## src/cpp_source_tokenizer_assert.svh

```systemverilog
`ifndef CPP_SOURCE_TOKENIZER_ASSERT_SVH
`define CPP_SOURCE_TOKENIZER_ASSERT_SVH

// same-cycle implication, sampled on clk_i, off during reset
`define CST_ASSERT_IMP(name, ante, cons, msg) \
  name: assert property (@(posedge clk_i) disable iff (!rst_ni) (ante) |-> (cons)) \
    else $error(msg);

// next-cycle implication
`define CST_ASSERT_NXT(name, ante, cons, msg) \
  name: assert property (@(posedge clk_i) disable iff (!rst_ni) (ante) |=> (cons)) \
    else $error(msg);

`endif

```

## src/cst_pkg.sv

```systemverilog
package cst_pkg;

  localparam int unsigned LineBitsDef = 24;
  localparam int unsigned TokLineW    = 24;
  localparam int unsigned MaxRes      = 3;
  localparam int unsigned ResCntW     = $clog2(MaxRes + 1);

  typedef enum logic [2:0] {
    TK_STR   = 3'd0,
    TK_CHR   = 3'd1,
    TK_NUM   = 3'd2,
    TK_IDENT = 3'd3,
    TK_SCOPE = 3'd4,
    TK_PUNCT = 3'd5,
    TK_EOF   = 3'd6
  } tok_kind_e;

  typedef enum logic [2:0] {
    LM_IDLE  = 3'd0,
    LM_PP    = 3'd1,
    LM_LCOM  = 3'd2,
    LM_BCOM  = 3'd3,
    LM_STR   = 3'd4,
    LM_CHR   = 3'd5,
    LM_NUM   = 3'd6,
    LM_IDENT = 3'd7
  } lex_mode_e;

  typedef struct packed {
    logic [7:0] src_byte;
    logic       byte_present;
    logic       end_of_source;
  } in_word_t;

  typedef struct packed {
    logic [2:0]          token_kind;
    logic [7:0]          text_byte;
    logic                first_of_token;
    logic [TokLineW-1:0] token_line;
    logic                last_of_run;
  } out_word_t;

  // results of one step: count plus the words in order
  typedef struct packed {
    logic [ResCntW-1:0]       n;
    out_word_t [MaxRes-1:0]   word;
  } res_set_t;

endpackage

```

## src/cst_lex_core.sv

```systemverilog
module cst_lex_core import cst_pkg::*; #(
  parameter int unsigned LineBits = LineBitsDef
) (
  input  logic     clk_i,
  input  logic     rst_ni,
  input  in_word_t word_i,
  input  logic     step_i,
  output res_set_t set_o
);

  localparam logic [7:0] ChNl     = 8'h0A;
  localparam logic [7:0] ChHash   = 8'h23;
  localparam logic [7:0] ChUnder  = 8'h5F;
  localparam logic [7:0] ChColon  = 8'h3A;
  localparam logic [7:0] ChSlash  = 8'h2F;
  localparam logic [7:0] ChStar   = 8'h2A;
  localparam logic [7:0] ChDquote = 8'h22;
  localparam logic [7:0] ChSquote = 8'h27;
  localparam logic [7:0] ChBslash = 8'h5C;
  localparam logic [7:0] ChDot    = 8'h2E;

  lex_mode_e           mode_q, mode_d;
  logic [7:0]          la_byte_q, la_byte_d;
  logic                la_valid_q, la_valid_d;
  logic [LineBits-1:0] line_q, line_d;
  logic [LineBits-1:0] start_q, start_d;
  logic                at_ls_q, at_ls_d;
  logic                esc_q, esc_d;

  function automatic logic is_digit(input logic [7:0] c);
    return (c >= 8'h30) && (c <= 8'h39);
  endfunction

  function automatic logic is_alpha(input logic [7:0] c);
    return ((c >= 8'h61) && (c <= 8'h7A)) || ((c >= 8'h41) && (c <= 8'h5A));
  endfunction

  function automatic logic is_space(input logic [7:0] c);
    return (c == 8'h20) || ((c >= 8'h09) && (c <= 8'h0D));
  endfunction

  // saturating line increment
  function automatic logic [LineBits-1:0] bump(input logic [LineBits-1:0] v);
    return (&v) ? v : v + 1'b1;
  endfunction

  function automatic out_word_t mk(input tok_kind_e k, input logic [7:0] c,
                                   input logic first, input logic [LineBits-1:0] ln);
    out_word_t w;
    w.token_kind     = k;
    w.text_byte      = c;
    w.first_of_token = first;
    w.token_line     = TokLineW'(ln);
    w.last_of_run    = 1'b0;
    return w;
  endfunction

  always_comb begin : step
    logic [7:0]         b;
    logic [7:0]         h;
    logic               run_idle;
    logic               skip;
    logic [ResCntW-1:0] n;
    res_set_t           set;

    b          = word_i.src_byte;
    h          = la_byte_q;
    run_idle   = 1'b0;
    skip       = 1'b0;
    n          = '0;
    set        = '0;
    mode_d     = mode_q;
    la_byte_d  = la_byte_q;
    la_valid_d = la_valid_q;
    line_d     = line_q;
    start_d    = start_q;
    at_ls_d    = at_ls_q;
    esc_d      = esc_q;

    if (word_i.byte_present) begin
      case (mode_q)
        LM_PP: begin
          if (b == ChNl) begin
            if (esc_q) begin
              line_d = bump(line_d);
              esc_d  = 1'b0;
            end else begin
              mode_d   = LM_IDLE;
              run_idle = 1'b1;
            end
          end else begin
            esc_d = (b == ChBslash);
          end
        end
        LM_LCOM: begin
          if (b == ChNl) begin
            mode_d   = LM_IDLE;
            run_idle = 1'b1;
          end
        end
        LM_BCOM: begin
          // a newline is counted only once a further byte arrives
          if (la_valid_q) begin
            line_d     = bump(line_d);
            la_valid_d = 1'b0;
            la_byte_d  = '0;
          end
          if (esc_q && b == ChSlash) begin
            mode_d = LM_IDLE;
            esc_d  = 1'b0;
          end else if (b == ChNl) begin
            la_valid_d = 1'b1;
            la_byte_d  = ChNl;
            esc_d      = 1'b0;
          end else begin
            esc_d = (b == ChStar);
          end
        end
        LM_STR, LM_CHR: begin
          set.word[n] = mk((mode_q == LM_STR) ? TK_STR : TK_CHR, b, 1'b0, start_q);
          n = n + 1'b1;
          if (esc_q) begin
            esc_d = 1'b0;
          end else if (b == ChBslash) begin
            esc_d = 1'b1;
          end else if (b == ((mode_q == LM_STR) ? ChDquote : ChSquote)) begin
            mode_d = LM_IDLE;
          end else if (b == ChNl && mode_q == LM_STR) begin
            line_d = bump(line_d);
          end
        end
        LM_NUM: begin
          if (is_digit(b) || is_alpha(b) || b == ChDot || b == ChSquote) begin
            set.word[n] = mk(TK_NUM, b, 1'b0, start_q);
            n = n + 1'b1;
          end else begin
            mode_d   = LM_IDLE;
            run_idle = 1'b1;
          end
        end
        LM_IDENT: begin
          if (is_digit(b) || is_alpha(b) || b == ChUnder) begin
            set.word[n] = mk(TK_IDENT, b, 1'b0, start_q);
            n = n + 1'b1;
          end else begin
            mode_d   = LM_IDLE;
            run_idle = 1'b1;
          end
        end
        default: begin
          mode_d   = LM_IDLE;
          run_idle = 1'b1;
        end
      endcase
    end

    if (run_idle) begin
      if (la_valid_d) begin
        h          = la_byte_d;
        la_valid_d = 1'b0;
        la_byte_d  = '0;
        if (h == ChColon && b == ChColon) begin
          set.word[n] = mk(TK_SCOPE, ChColon, 1'b1, start_d);
          n = n + 1'b1;
          set.word[n] = mk(TK_SCOPE, ChColon, 1'b0, start_d);
          n = n + 1'b1;
          skip = 1'b1;
        end else if (h == ChSlash && b == ChSlash) begin
          mode_d = LM_LCOM;
          skip   = 1'b1;
        end else if (h == ChSlash && b == ChStar) begin
          mode_d = LM_BCOM;
          esc_d  = 1'b0;
          skip   = 1'b1;
        end else begin
          set.word[n] = mk(TK_PUNCT, h, 1'b1, start_d);
          n = n + 1'b1;
        end
      end
      if (!skip) begin
        if (b == ChNl) begin
          line_d  = bump(line_d);
          at_ls_d = 1'b1;
        end else if (is_space(b)) begin
          at_ls_d = at_ls_d;
        end else if (b == ChHash && at_ls_d) begin
          mode_d = LM_PP;
          esc_d  = 1'b0;
        end else begin
          at_ls_d = 1'b0;
          start_d = line_d;
          if (b == ChSlash || b == ChColon) begin
            la_byte_d  = b;
            la_valid_d = 1'b1;
          end else if (b == ChDquote) begin
            set.word[n] = mk(TK_STR, b, 1'b1, line_d);
            n = n + 1'b1;
            mode_d = LM_STR;
            esc_d  = 1'b0;
          end else if (b == ChSquote) begin
            set.word[n] = mk(TK_CHR, b, 1'b1, line_d);
            n = n + 1'b1;
            mode_d = LM_CHR;
            esc_d  = 1'b0;
          end else if (is_digit(b)) begin
            set.word[n] = mk(TK_NUM, b, 1'b1, line_d);
            n = n + 1'b1;
            mode_d = LM_NUM;
            esc_d  = 1'b0;
          end else if (is_alpha(b) || b == ChUnder) begin
            set.word[n] = mk(TK_IDENT, b, 1'b1, line_d);
            n = n + 1'b1;
            mode_d = LM_IDENT;
            esc_d  = 1'b0;
          end else begin
            set.word[n] = mk(TK_PUNCT, b, 1'b1, line_d);
            n = n + 1'b1;
          end
        end
      end
    end

    if (word_i.end_of_source) begin
      // a held '/' or ':' goes out as punctuation
      if (mode_d == LM_IDLE && la_valid_d) begin
        set.word[n] = mk(TK_PUNCT, la_byte_d, 1'b1, start_d);
        n = n + 1'b1;
      end
      set.word[n] = mk(TK_EOF, 8'h00, 1'b1, line_d);
      n = n + 1'b1;
      mode_d     = LM_IDLE;
      la_byte_d  = '0;
      la_valid_d = 1'b0;
      line_d     = LineBits'(1);
      start_d    = LineBits'(1);
      at_ls_d    = 1'b1;
      esc_d      = 1'b0;
    end

    for (int i = 0; i < MaxRes; i++) begin
      set.word[i].last_of_run = (n == ResCntW'(i + 1));
    end
    set.n = n;
    set_o = set;
  end

  always_ff @(posedge clk_i or negedge rst_ni) begin
    if (!rst_ni) begin
      mode_q     <= LM_IDLE;
      la_byte_q  <= '0;
      la_valid_q <= 1'b0;
      line_q     <= LineBits'(1);
      start_q    <= LineBits'(1);
      at_ls_q    <= 1'b1;
      esc_q      <= 1'b0;
    end else if (step_i) begin
      mode_q     <= mode_d;
      la_byte_q  <= la_byte_d;
      la_valid_q <= la_valid_d;
      line_q     <= line_d;
      start_q    <= start_d;
      at_ls_q    <= at_ls_d;
      esc_q      <= esc_d;
    end
  end

endmodule

```

## src/cst_res_queue.sv

```systemverilog
module cst_res_queue import cst_pkg::*; (
  input  logic      clk_i,
  input  logic      rst_ni,
  input  logic      load_i,
  input  res_set_t  set_i,
  output logic      free_o,
  output logic      out_valid_o,
  input  logic      out_ready_i,
  output out_word_t out_word_o
);

  out_word_t [MaxRes-1:0] slot_q, slot_d;
  logic [ResCntW-1:0]     cnt_q, cnt_d;
  logic                   drain;

  assign drain       = (cnt_q != '0) && out_ready_i;
  // room for a fresh set once the last held word leaves this cycle
  assign free_o      = (cnt_q == '0) || ((cnt_q == ResCntW'(1)) && out_ready_i);
  assign out_valid_o = (cnt_q != '0);
  assign out_word_o  = slot_q[0];

  always_comb begin
    slot_d = slot_q;
    cnt_d  = cnt_q;
    if (load_i) begin
      slot_d = set_i.word;
      cnt_d  = set_i.n;
    end else if (drain) begin
      for (int i = 0; i < MaxRes - 1; i++) begin
        slot_d[i] = slot_q[i+1];
      end
      cnt_d = cnt_q - 1'b1;
    end
  end

  always_ff @(posedge clk_i or negedge rst_ni) begin
    if (!rst_ni) begin
      cnt_q <= '0;
    end else begin
      cnt_q <= cnt_d;
    end
  end

  always_ff @(posedge clk_i) begin
    slot_q <= slot_d;
  end

endmodule

```

## src/cpp_source_tokenizer.sv

```systemverilog
// Streaming C++ lexer, one source byte per input word.
// Input channel (in_valid_i/in_ready_o, in_word_i): src_byte, byte_present,
// end_of_source. A word with byte_present low and end_of_source high just
// closes the source. Output channel (out_valid_o/out_ready_i, out_word_o):
// one kept byte per word, tagged with token kind, first-of-token, the
// token's start line and last_of_run on the final word caused by an input.
// Each input word gives zero to three output words; end_of_source adds an
// end-of-file word and returns the lexer to line 1.
// Path: an accepted input word is held in the input register; its step's
// words are registered in the result buffer, which drives the output.
// Throughput: one input word per cycle while each gives at most one output
// word and out_ready_i is high; otherwise bounded by the output, one word per
// cycle, as the result buffer drains a step's words before loading the next.
// Stall: the result buffer holds while out_ready_i is low; the input
// register holds one more word, then in_ready_o drops.
// Reset: asynchronous, active low; lexer idle at line 1, buffers empty.
`include "cpp_source_tokenizer_assert.svh"

module cpp_source_tokenizer import cst_pkg::*; #(
  parameter int unsigned LineBits = LineBitsDef
) (
  input  logic      clk_i,
  input  logic      rst_ni,
  input  logic      in_valid_i,
  output logic      in_ready_o,
  input  in_word_t  in_word_i,
  output logic      out_valid_o,
  input  logic      out_ready_i,
  output out_word_t out_word_o
);

  in_word_t in_q;
  logic     in_v_q;
  res_set_t set;
  logic     q_free;
  logic     fire;

  // a step with no results never waits for the buffer
  assign fire       = in_v_q && ((set.n == '0) || q_free);
  assign in_ready_o = !in_v_q || fire;

  always_ff @(posedge clk_i or negedge rst_ni) begin
    if (!rst_ni) begin
      in_v_q <= 1'b0;
    end else if (in_valid_i && in_ready_o) begin
      in_v_q <= 1'b1;
    end else if (fire) begin
      in_v_q <= 1'b0;
    end
  end

  always_ff @(posedge clk_i) begin
    if (in_valid_i && in_ready_o) begin
      in_q <= in_word_i;
    end
  end

  cst_lex_core #(
    .LineBits(LineBits)
  ) u_core (
    .clk_i (clk_i),
    .rst_ni(rst_ni),
    .word_i(in_q),
    .step_i(fire),
    .set_o (set)
  );

  cst_res_queue u_queue (
    .clk_i      (clk_i),
    .rst_ni     (rst_ni),
    .load_i     (fire && (set.n != '0)),
    .set_i      (set),
    .free_o     (q_free),
    .out_valid_o(out_valid_o),
    .out_ready_i(out_ready_i),
    .out_word_o (out_word_o)
  );

  `CST_ASSERT_IMP(a_eof_last, out_valid_o && out_word_o.token_kind == TK_EOF,
    out_word_o.last_of_run && out_word_o.first_of_token && out_word_o.text_byte == 8'h00,
    "end-of-file word malformed")
  `CST_ASSERT_NXT(a_run_cont, out_valid_o && out_ready_i && !out_word_o.last_of_run,
    out_valid_o, "run broken before its last word")
  `CST_ASSERT_NXT(a_in_hold, in_v_q && !fire, in_v_q && $stable(in_q),
    "held input word lost")
  `CST_ASSERT_IMP(a_step_room, fire && set.n != '0, q_free, "step loaded into busy buffer")

endmodule

```

## config.mk

```make
export PLATFORM = sky130hd
export DESIGN_NAME = cpp_source_tokenizer
export DESIGN_NICKNAME = d
export VERILOG_FILES = /design/src/cst_pkg.sv /design/src/cst_lex_core.sv /design/src/cst_res_queue.sv /design/src/cpp_source_tokenizer.sv
export VERILOG_INCLUDE_DIRS = /design/src /design/src/src
export SDC_FILE = /design/constraint.sdc
export NUM_CORES = 1
export LEC_CHECK = 0
export BUFFER_PORTS_ARGS = -buffer_cell sky130_fd_sc_hd__buf_2
export CAP_MARGIN = 5
export CORE_MARGIN = 2
export CORE_UTILIZATION = 37
export CTS_CLUSTER_SIZE = 28
export DETAILED_ROUTE_END_ITERATION = 10
export PLACE_DENSITY = 0.61
export SLEW_MARGIN = 0
export SYNTH_ARGS = -nofsm -noshare
export SYNTH_HDL_FRONTEND = slang
export SYNTH_SLANG_ARGS = --single-unit
```

## constraint.sdc

```tcl
create_clock -name clk_i -period 19.3 [get_ports clk_i]
set_input_delay 1.93 -clock clk_i [delete_from_list [all_inputs] [get_ports clk_i]]
set_output_delay 1.93 -clock clk_i [all_outputs]
set_load 0.005 [all_outputs]
```

==> flow_metrics.tcl, run 1 <==
set metrics [dict create \
    vias_per_cell 6.50 \
    reg2regPathDepth 23 \
    cts_resized 0 \
    switching_share_pct 44.7 \
    portBuffers 52 \
    relSlewSlack_pct 25.7 \
    cts_buffer_depth 2 \
    r2r-start "in_q[6]$_DFFE_PP_" \
    final_core_util_pct 40.1 \
    fmax_mhz 109 \
    total_power_mw 1.98 \
    layout_common_cells "nand2_1, edfxtp_1, nor2_1" \
    yosys.cell_types.count 111 \
    dp.cells 2055 \
    setup_violations 0 \
    dieArea_um2 40100 \
    status "completed" \
    seqPwrFrac_pct 35.1 \
    crit_type "reg -> out" \
    hold_path_depth 2 \
    dr.first_iter.drc_count 1541 \
    slowest_delay_ps 910 \
    syn_avg_cell_area_um2 8.73 \
    wl_per_cell_um 24.2 \
    internal_power_mw 1.10 \
    cts_max_level 4 \
    place.gp.congestion 0.972 \
    tns_ps 0 \
    initial_core_util_pct 37.7 \
    die_w_um 200 \
    arrival_ps 7250 \
    rows 71 \
    p_comb_share_pct 46.0 \
    slowest_stage "o31ai_1" \
    post_cts_buffers 0 \
    power.density_nw_per_um2 131 \
    worstReg2RegEnd "u_queue.slot_q[51]$_DFFE_PP_" \
    cp.depth 20 \
    grt_use_total_pct 25.0 \
    critical_path.top_delay_family "compound AO/OA/AOI/OAI gates" \
    ys.flop_type "edfxtp_1" \
    core_um2 37800 \
    rsz0062_at_grt "no" \
    vias 13600 \
    gr-total-overflow 0 \
    drt.antenna.violating_nets 0 \
    end_kind "output pin" \
    clkTransAtPathRegs_ps 80 \
    ir_drop_v 0.000158 \
    ios 53 \
    period_needed_ps 9180 \
    syn_inst 1633 \
    p_switching_mw 0.887 \
    dp_slack_ps 10450 \
    cts_buffers 17 \
    grt_max_degree 89 \
    cts_tree "done" \
    die_h_um 200 \
    synthToLayoutAreaGrowth_pct 6.54 \
    hold_buffers 0 \
    clockRootBuffer "clkbuf_16" \
    crit_buf_inv 5 \
    clock_latency_ps 460 \
    crit_chain "nor4b_2, a41oi_1, a22oi_1, nand2b_1, inv_1, a211oi_1, inv_2, o21ai_0, inv_1, ha_1, nor4_1, o31ai_1, ha_1, o21ai_0, ha_1, nand2_1, nor3_1, nor3_1, inv_1, buf_2" \
    place_hpwl_um 35400 \
    slew_violations 0 \
    grt_pass1_wl_um 78300 \
    finalClockSkew_ps 15.0 \
    hp-class "reg -> reg" \
    syn_nets 1660 \
    rrSetupSlack_ps 10210 \
    cts.sinks 186 \
    worst_slew_pin_slew_ps 1110 \
    ys_seq_elements 186 \
    required_ps 17370 \
    layout_commonest_cell "nand2_1" \
    yosys_warnings 0 \
    clockPowerShare_pct 18.9 \
    min_to "u_queue.slot_q[45]$_DFFE_PP_" \
    grt_pass1_vias 12900 \
    syn_area_um2 14300 \
    dr.pass1.iters 8 \
    synth-seq-area-share_pct 36.9 \
    critPathMaxFanout 14 \
    hold_viol_final 0 \
    drv_cap 0 \
    drive_above_1_share_pct 13.5 \
    async_flop_share_pct 34.9 \
    synth_edf_count 121 \
    wl_um 50600 \
    finalCritPeriodShare_pct 47.5 \
    setup_slack_ps 10120 \
    drc 0 \
    holdCritStartpoint "u_queue.slot_q[82]$_DFFE_PP_" \
    final_cells 2087 \
    num_antenna_cells 0 \
    antenna_found_initial 0 \
    cp-start-kind "register" \
    p_leak_nw 5.27 \
    nNetsFinal 1590 \
]
==> Yosys cell counts, drive strengths merged, types with 5 or more instances <==
cell | count | area (um2)
nor2 | 122 | 458
a41oi | 5 | 51.3
nand2b | 8 | 50.1
o221ai | 19 | 173
nand3b | 6 | 45.0
nor2b | 9 | 56.3
o22a | 17 | 149
ha | 13 | 163
a21oi | 123 | 646
and3 | 18 | 113
o211ai | 36 | 270
o21a | 19 | 143
and2 | 12 | 75.1
and4 | 11 | 96.3
nand3 | 61 | 333
a211oi | 17 | 160
o22ai | 44 | 275
xor2 | 9 | 93.8
o2111ai | 12 | 111
a22oi | 33 | 248
or3 | 9 | 66.3
a22o | 6 | 52.6
nor3 | 20 | 133
xnor2 | 21 | 259
inv | 29 | 109
a41o | 6 | 60.1
o21ai | 122 | 622
o31ai | 52 | 390
a32oi | 5 | 43.8
nand4b | 5 | 43.8
a2111oi | 11 | 180
a31oi | 19 | 125
nor4 | 16 | 173
buf | 83 | 536
edfxtp | 121 | 3630
nand4 | 25 | 156
or2 | 9 | 56.3
mux2i | 27 | 270
dfrtp | 62 | 1550
clkbuf | 88 | 330
a21o | 17 | 128
nor3b | 5 | 42.5
nand2 | 206 | 778
a31o | 5 | 43.8
or4 | 10 | 86.3
==> sequential cells by signal, summed over array words and instances (netlist names) <==
register / flops
u_core.start_q: 24
u_queue.out_word_o: 37
u_core.la_valid_q: 1
u_core.at_ls_q: 1
u_core.mode_q: 3
u_queue.cnt_q: 2
in_q: 10
u_core.line_q: 24
u_queue.slot_q: 74
u_core.esc_q: 1
u_core.la_byte_q: 8
in_v_q: 1
==> how the worst max path moves through the flow <==
stage	start	endpoint
floorplan	in_q[9]$_DFFE_PP_	u_queue.out_word_o[0]$_DFFE_PP_
global placement	in_q[6]$_DFFE_PP_	u_queue.slot_q[46]$_DFFE_PP_
detailed placement	in_q[6]$_DFFE_PP_	u_queue.slot_q[51]$_DFFE_PP_
CTS	in_q[6]$_DFFE_PP_	in_ready_o
global route	in_q[6]$_DFFE_PP_	u_queue.slot_q[53]$_DFFE_PP_
finish	in_q[6]$_DFFE_PP_	in_ready_o
==> tightest hold or removal path, stage by stage, from the launching register on <==
cell and delay (ps):
edfxtp_1 320, nand2_1 40, nand3_1 60
==> routing by layer <==
layer | GRT usage (%) | wire (um) | part of all wire [%] | vias up
li1 | - | - | - | 6104
met1 | 32.8 | 21300 | 42 | 6570
met2 | 39.6 | 22900 | 45 | 732
met3 | 4.00 | 3540 | 7.0 | 159
met4 | 13.3 | 2810 | 5.5 | 0
met5 | 0 | 0 | 0 | -
==> power groups by stage <==
stage | registers (mW) | logic, mW | clock network (mW)
floorplan | 0.670 | 0.680 | 0
CTS | 0.698 | 0.900 | 0.381
global route | 0.715 | 0.984 | 0.396
finish | 0.697 | 0.912 | 0.375
detailed placement | 0.705 | 0.895 | 0
global placement | 0.703 | 0.887 | 0
==> cell type report <==
type                       instances  area (um2)
sequential                       186        5260
fill                            3861       22700
inverter                          29         111
timing repair buffer              82         488
clock inverter                    15         183
clock buffer                      17         425
tap                              511         639
multi-input combinational       1247        8080
==> cell families after synthesis <==
logic type	share of synthesized area, %
and+or+nand+nor	20.7
adders and majority gates	1.14
DFF	36.9
xor gates and xnor gates	2.47
buffers and inverters	6.84
muxes	2.21
AOI/OAI and AO/OA	29.7
==> stage by stage <==
step	hold slack, ps	instance area, um2
2_1_floorplan	484	14300
6_report	527	15200
5_1_grt	541	15200
4_1_cts	531	15200
3_5_place_dp	510	14600
3_3_place_gp	491	14600
No activity file was read; power rests on OpenSTA's default activity.
==> run 2, diff against run 1 <==
clock period = 8.5 ns   (was 19.3 ns; I/O delays follow)
==> flow_metrics.tcl, run 2 (same netlist as run 1, synthesis figures left out) <==
set metrics [dict create \
    clkTransAtPathRegs_ps 80 \
    drc 0 \
    clockRootBuffer "clkbuf_16" \
    core_um2 37800 \
    ir_drop_v 0.000216 \
    clock_latency_ps 460 \
    critical_path.top_delay_family "simple AND/OR/NAND/NOR gates" \
    num_antenna_cells 0 \
    slowest_delay_ps 780 \
    required_ps 8660 \
    crit_buf_inv 6 \
    power.density_nw_per_um2 297 \
    hold_viol_final 0 \
    grt_pass1_wl_um 79700 \
    setup_violations 0 \
    cts_max_level 4 \
    vias_per_cell 6.50 \
    grt_pass1_vias 13100 \
    largest_reg_flops 74 \
    status "completed" \
    wl_um 51600 \
    vias 13600 \
    rsz0062_at_grt "no" \
    cts_buffer_depth 2 \
    cts.sinks 186 \
    drive_above_1_share_pct 13.8 \
    drv_cap 0 \
    portBuffers 52 \
    hp-class "in -> async" \
    cp-start-kind "register" \
    arrival_ps 7700 \
    drt.antenna.violating_nets 0 \
    p_leak_nw 5.31 \
    place.gp.congestion 0.993 \
    gr-total-overflow 0 \
    final_cells 2094 \
    cts_resized 0 \
    slowest_stage "a211oi_1" \
    layout_common_cells "nand2_1, edfxtp_1, nor2_1" \
    initial_core_util_pct 37.7 \
    cts_tree "done" \
    cts_buffers 17 \
    slew_violations 0 \
    crit_type "reg -> reg" \
    tns_ps 0 \
    end_kind "register" \
    hold_buffers 0 \
    relSlewSlack_pct 16.9 \
    rows 71 \
    wl_per_cell_um 24.6 \
    area.sequential_um2 5260 \
    total_power_mw 4.54 \
    antenna_found_initial 0 \
    rrSetupSlack_ps 970 \
    dp_slack_ps 1200 \
    nNetsFinal 1597 \
    die_w_um 200 \
    place_hpwl_um 36100 \
    largest-register "u_queue.slot_q" \
    multiInputGateArea_um2 8080 \
    grt_use_total_pct 25.4 \
    dp.cells 2062 \
    layout_commonest_cell "nand2_1" \
    crit_chain "nor4b_2, a41oi_1, a22oi_1, nand2b_1, inv_1, a211oi_1, inv_2, o21ai_0, inv_1, ha_1, nor4_1, o31ai_1, buf_4, ha_1, o21ai_0, ha_1, nand2_1, nor3_1, or3b_2, buf_4, nand2_4, buf_12" \
    finalClockSkew_ps 18.0 \
    setup_slack_ps 967 \
    post_cts_buffers 0 \
    fmax_mhz 133 \
    period_needed_ps 7530 \
    finalCritPeriodShare_pct 88.6 \
    fillCellCount 3840 \
    worst_slew_pin_slew_ps 1250 \
    critPathMaxFanout 61 \
    synthToLayoutAreaGrowth_pct 7.17 \
    dr.pass1.iters 6 \
    dieArea_um2 40100 \
    dr.first_iter.drc_count 1985 \
    path_common_cell "ha_1" \
    grt_max_degree 62 \
    die_h_um 200 \
    final_core_util_pct 40.4 \
    ios 53 \
]
-- run 2: area by class of cell --
type                            instances  share of cell area, %
Inverter                               29                  0.729
Tap cell                              511                   4.18
Clock inverter                         14                  0.999
Clock buffer                           18                   2.81
Timing Repair Buffer                   89                   3.95
Sequential cell                       186                   34.5
Multi-Input combinational cell       1247                   52.9
-- run 2: per-layer routing --
metal  part of all wire (%)  GRT usage (%)
met1                     41           33.7
met3                    8.6           4.72
met4                    4.7           12.5
met5                      0              0
met2                     46           39.8
-- run 2: power breakdown --
group	internal, mW	switching [mW]	leakage, nW	total [mW]
Clock	0.417	0.410	0.281	0.827
Sequential	1.42	0.167	2.07	1.59
Combinational	0.664	1.46	2.96	2.13
-- run 2: stage by stage --
stage | instance area [um2] | hold WS (ps)
after floorplan | 14300 | 484
after global placement | 14700 | 499
after detailed placement | 14700 | 511
after CTS | 15300 | 253
after global routing | 15300 | 261
final | 15300 | 258
-- run 2: final timing paths --
check | to | start | cells after the start
setup / recovery | u_queue.out_word_o[4]$_DFFE_PP_ | in_q[6]$_DFFE_PP_ | 22
hold / removal | u_core.start_q[9]$_DFFE_PN0P_ | rst_ni | 1
setup reg to reg | u_queue.out_word_o[4]$_DFFE_PP_ | in_q[6]$_DFFE_PP_ | 22
hold reg to reg | u_queue.slot_q[71]$_DFFE_PP_ | u_queue.slot_q[108]$_DFFE_PP_ | 1
max in group asynchronous | u_core.la_byte_q[4]$_DFFE_PN0P_ | rst_ni | 2
min in group clk_i | u_queue.slot_q[71]$_DFFE_PP_ | u_queue.slot_q[108]$_DFFE_PP_ | 1
==> run 3, diff against run 2 <==
RECOVER_POWER = 100   (was default)
==> flow_metrics.tcl, run 3 (same netlist as run 1, synthesis figures left out) <==
set metrics [dict create \
    status "finished with violations" \
    violations "capacitance limit, slew limit" \
    wl_per_cell_um 24.6 \
    clockPowerShare_pct 18.4 \
    hold_path_depth 1 \
    setup_violations 0 \
    holdWs_ps 518 \
    finalCritPeriodShare_pct 90.2 \
    hold_viol_final 0 \
    finalClockSkew_ps 16.9 \
    switching_share_pct 45.3 \
    vias 13700 \
    clock_latency_ps 460 \
    ir_drop_v 0.000213 \
    cts_buffers 17 \
    layout_common_cells "nand2_1, edfxtp_1, nor2_1" \
    place.gp.congestion 0.993 \
    post_cts_buffers 0 \
    cts_max_level 4 \
    end_kind "output pin" \
    cts_resized 0 \
    gr-total-overflow 0 \
    layout_commonest_cell "nand2_1" \
    grt_pass1_wl_um 79700 \
    core_um2 37800 \
    die_w_um 200 \
    clockRootBuffer "clkbuf_16" \
    die_h_um 200 \
    slew_violations 86 \
    internal_power_mw 2.46 \
    vias_per_cell 6.55 \
    drv_cap 2 \
    largest-register "u_queue.slot_q" \
    reg2regPathDepth 22 \
    crit_type "reg -> out" \
    dr.first_iter.drc_count 1971 \
    cts.sinks 186 \
    hp-class "reg -> reg" \
    synthToLayoutAreaGrowth_pct 6.64 \
    rows 71 \
    rsz0062_at_grt "no" \
    critPathMaxFanout 14 \
    relSlewSlack_pct -106 \
    grt_pass1_vias 13100 \
    p_switching_mw 2.04 \
    p_comb_share_pct 46.3 \
    fmax_mhz 130 \
    clkTransAtPathRegs_ps 80 \
    required_ps 7650 \
    tns_ps 0 \
    antenna_found_initial 0 \
    num_antenna_cells 0 \
    cts_buffer_depth 2 \
    portBuffers 52 \
    grt_use_total_pct 25.4 \
    arrival_ps 6810 \
    wl_um 51500 \
    dr.pass1.iters 6 \
    drc 0 \
    cp-start-kind "register" \
    drive_above_1_share_pct 12.2 \
    period_needed_ps 7660 \
    drt.antenna.violating_nets 0 \
    power.density_nw_per_um2 296 \
    seqPwrFrac_pct 35.3 \
    grt_max_degree 62 \
    p_leak_nw 5.22 \
    initial_core_util_pct 37.7 \
    nNetsFinal 1597 \
    largest_reg_flops 74 \
    hold_buffers 0 \
    dieArea_um2 40100 \
    worst_slew_pin_slew_ps 3090 \
    place_hpwl_um 36100 \
    cts_tree "done" \
    ios 53 \
]
## run 3: layer usage
layer	GRT usage [%]	vias to the layer above	share of wire [%]
li1	-	6104	-
met1	33.7	6665	41
met2	39.8	789	46
met3	4.72	165	8.1
met4	12.5	0	4.9
met5	0	-	0
## run 3: final cells by class
cell class	instances	area (um2)
multi-input combinational	1247	8080
tap	511	639
sequential	186	5260
inverter	29	111
clock buffer	18	429
fill	3857	22600
clock inverter	14	153
timing repair buffer	89	528
## run 3: path summary, 6_finish.rpt
path,endpoint,startpoint,slack [ps]
worst max register to register,u_queue.out_word_o[4]$_DFFE_PP_,in_q[6]$_DFFE_PP_,860
worst min-delay path,u_queue.slot_q[71]$_DFFE_PP_,u_queue.slot_q[108]$_DFFE_PP_,520
min in group asynchronous,u_core.start_q[9]$_DFFE_PN0P_,rst_ni,570
worst min register to register,u_queue.slot_q[71]$_DFFE_PP_,u_queue.slot_q[108]$_DFFE_PP_,520
worst max-delay path,in_ready_o,in_q[6]$_DFFE_PP_,840
max in group asynchronous,u_core.la_byte_q[4]$_DFFE_PN0P_,rst_ni,4460
## run 3: stage by stage
stage	total power, mW	instance area [um2]	worst slack, ps	cells	util, %
after global routing	4.75	15200	321	2094	40.2
final	4.50	15200	836	2094	40.2
after global placement	3.66	14700	1310	2062	38.8
after floorplan	3.06	14300	1120	1633	-
after detailed placement	3.68	14700	1200	2062	38.8
after CTS	4.52	15300	1060	2094	40.4
## run 3: critical path, cell delays in order, from the launching register on
cell and delay, ps:
edfxtp_1 610, nor4b_2 700, a41oi_1 200, a22oi_1 420, nand2b_1 170, inv_1 50
a211oi_1 710, inv_1 460, o21ai_0 390, inv_1 110, ha_1 280, nor4_1 290
o31ai_1 100, buf_4 180, ha_1 320, o21ai_0 180, ha_1 270, nand2_1 70
nor3_1 90, nor3_1 510, inv_1 80, buf_2 140
## run 3: power groups by stage
stage	sequential [mW]	clock, mW	combinational [mW]
after global placement	1.60	0	2.06
after floorplan	1.52	0	1.54
after detailed placement	1.60	0	2.08
after CTS	1.59	0.841	2.09
after global routing	1.62	0.872	2.25
final	1.59	0.829	2.08
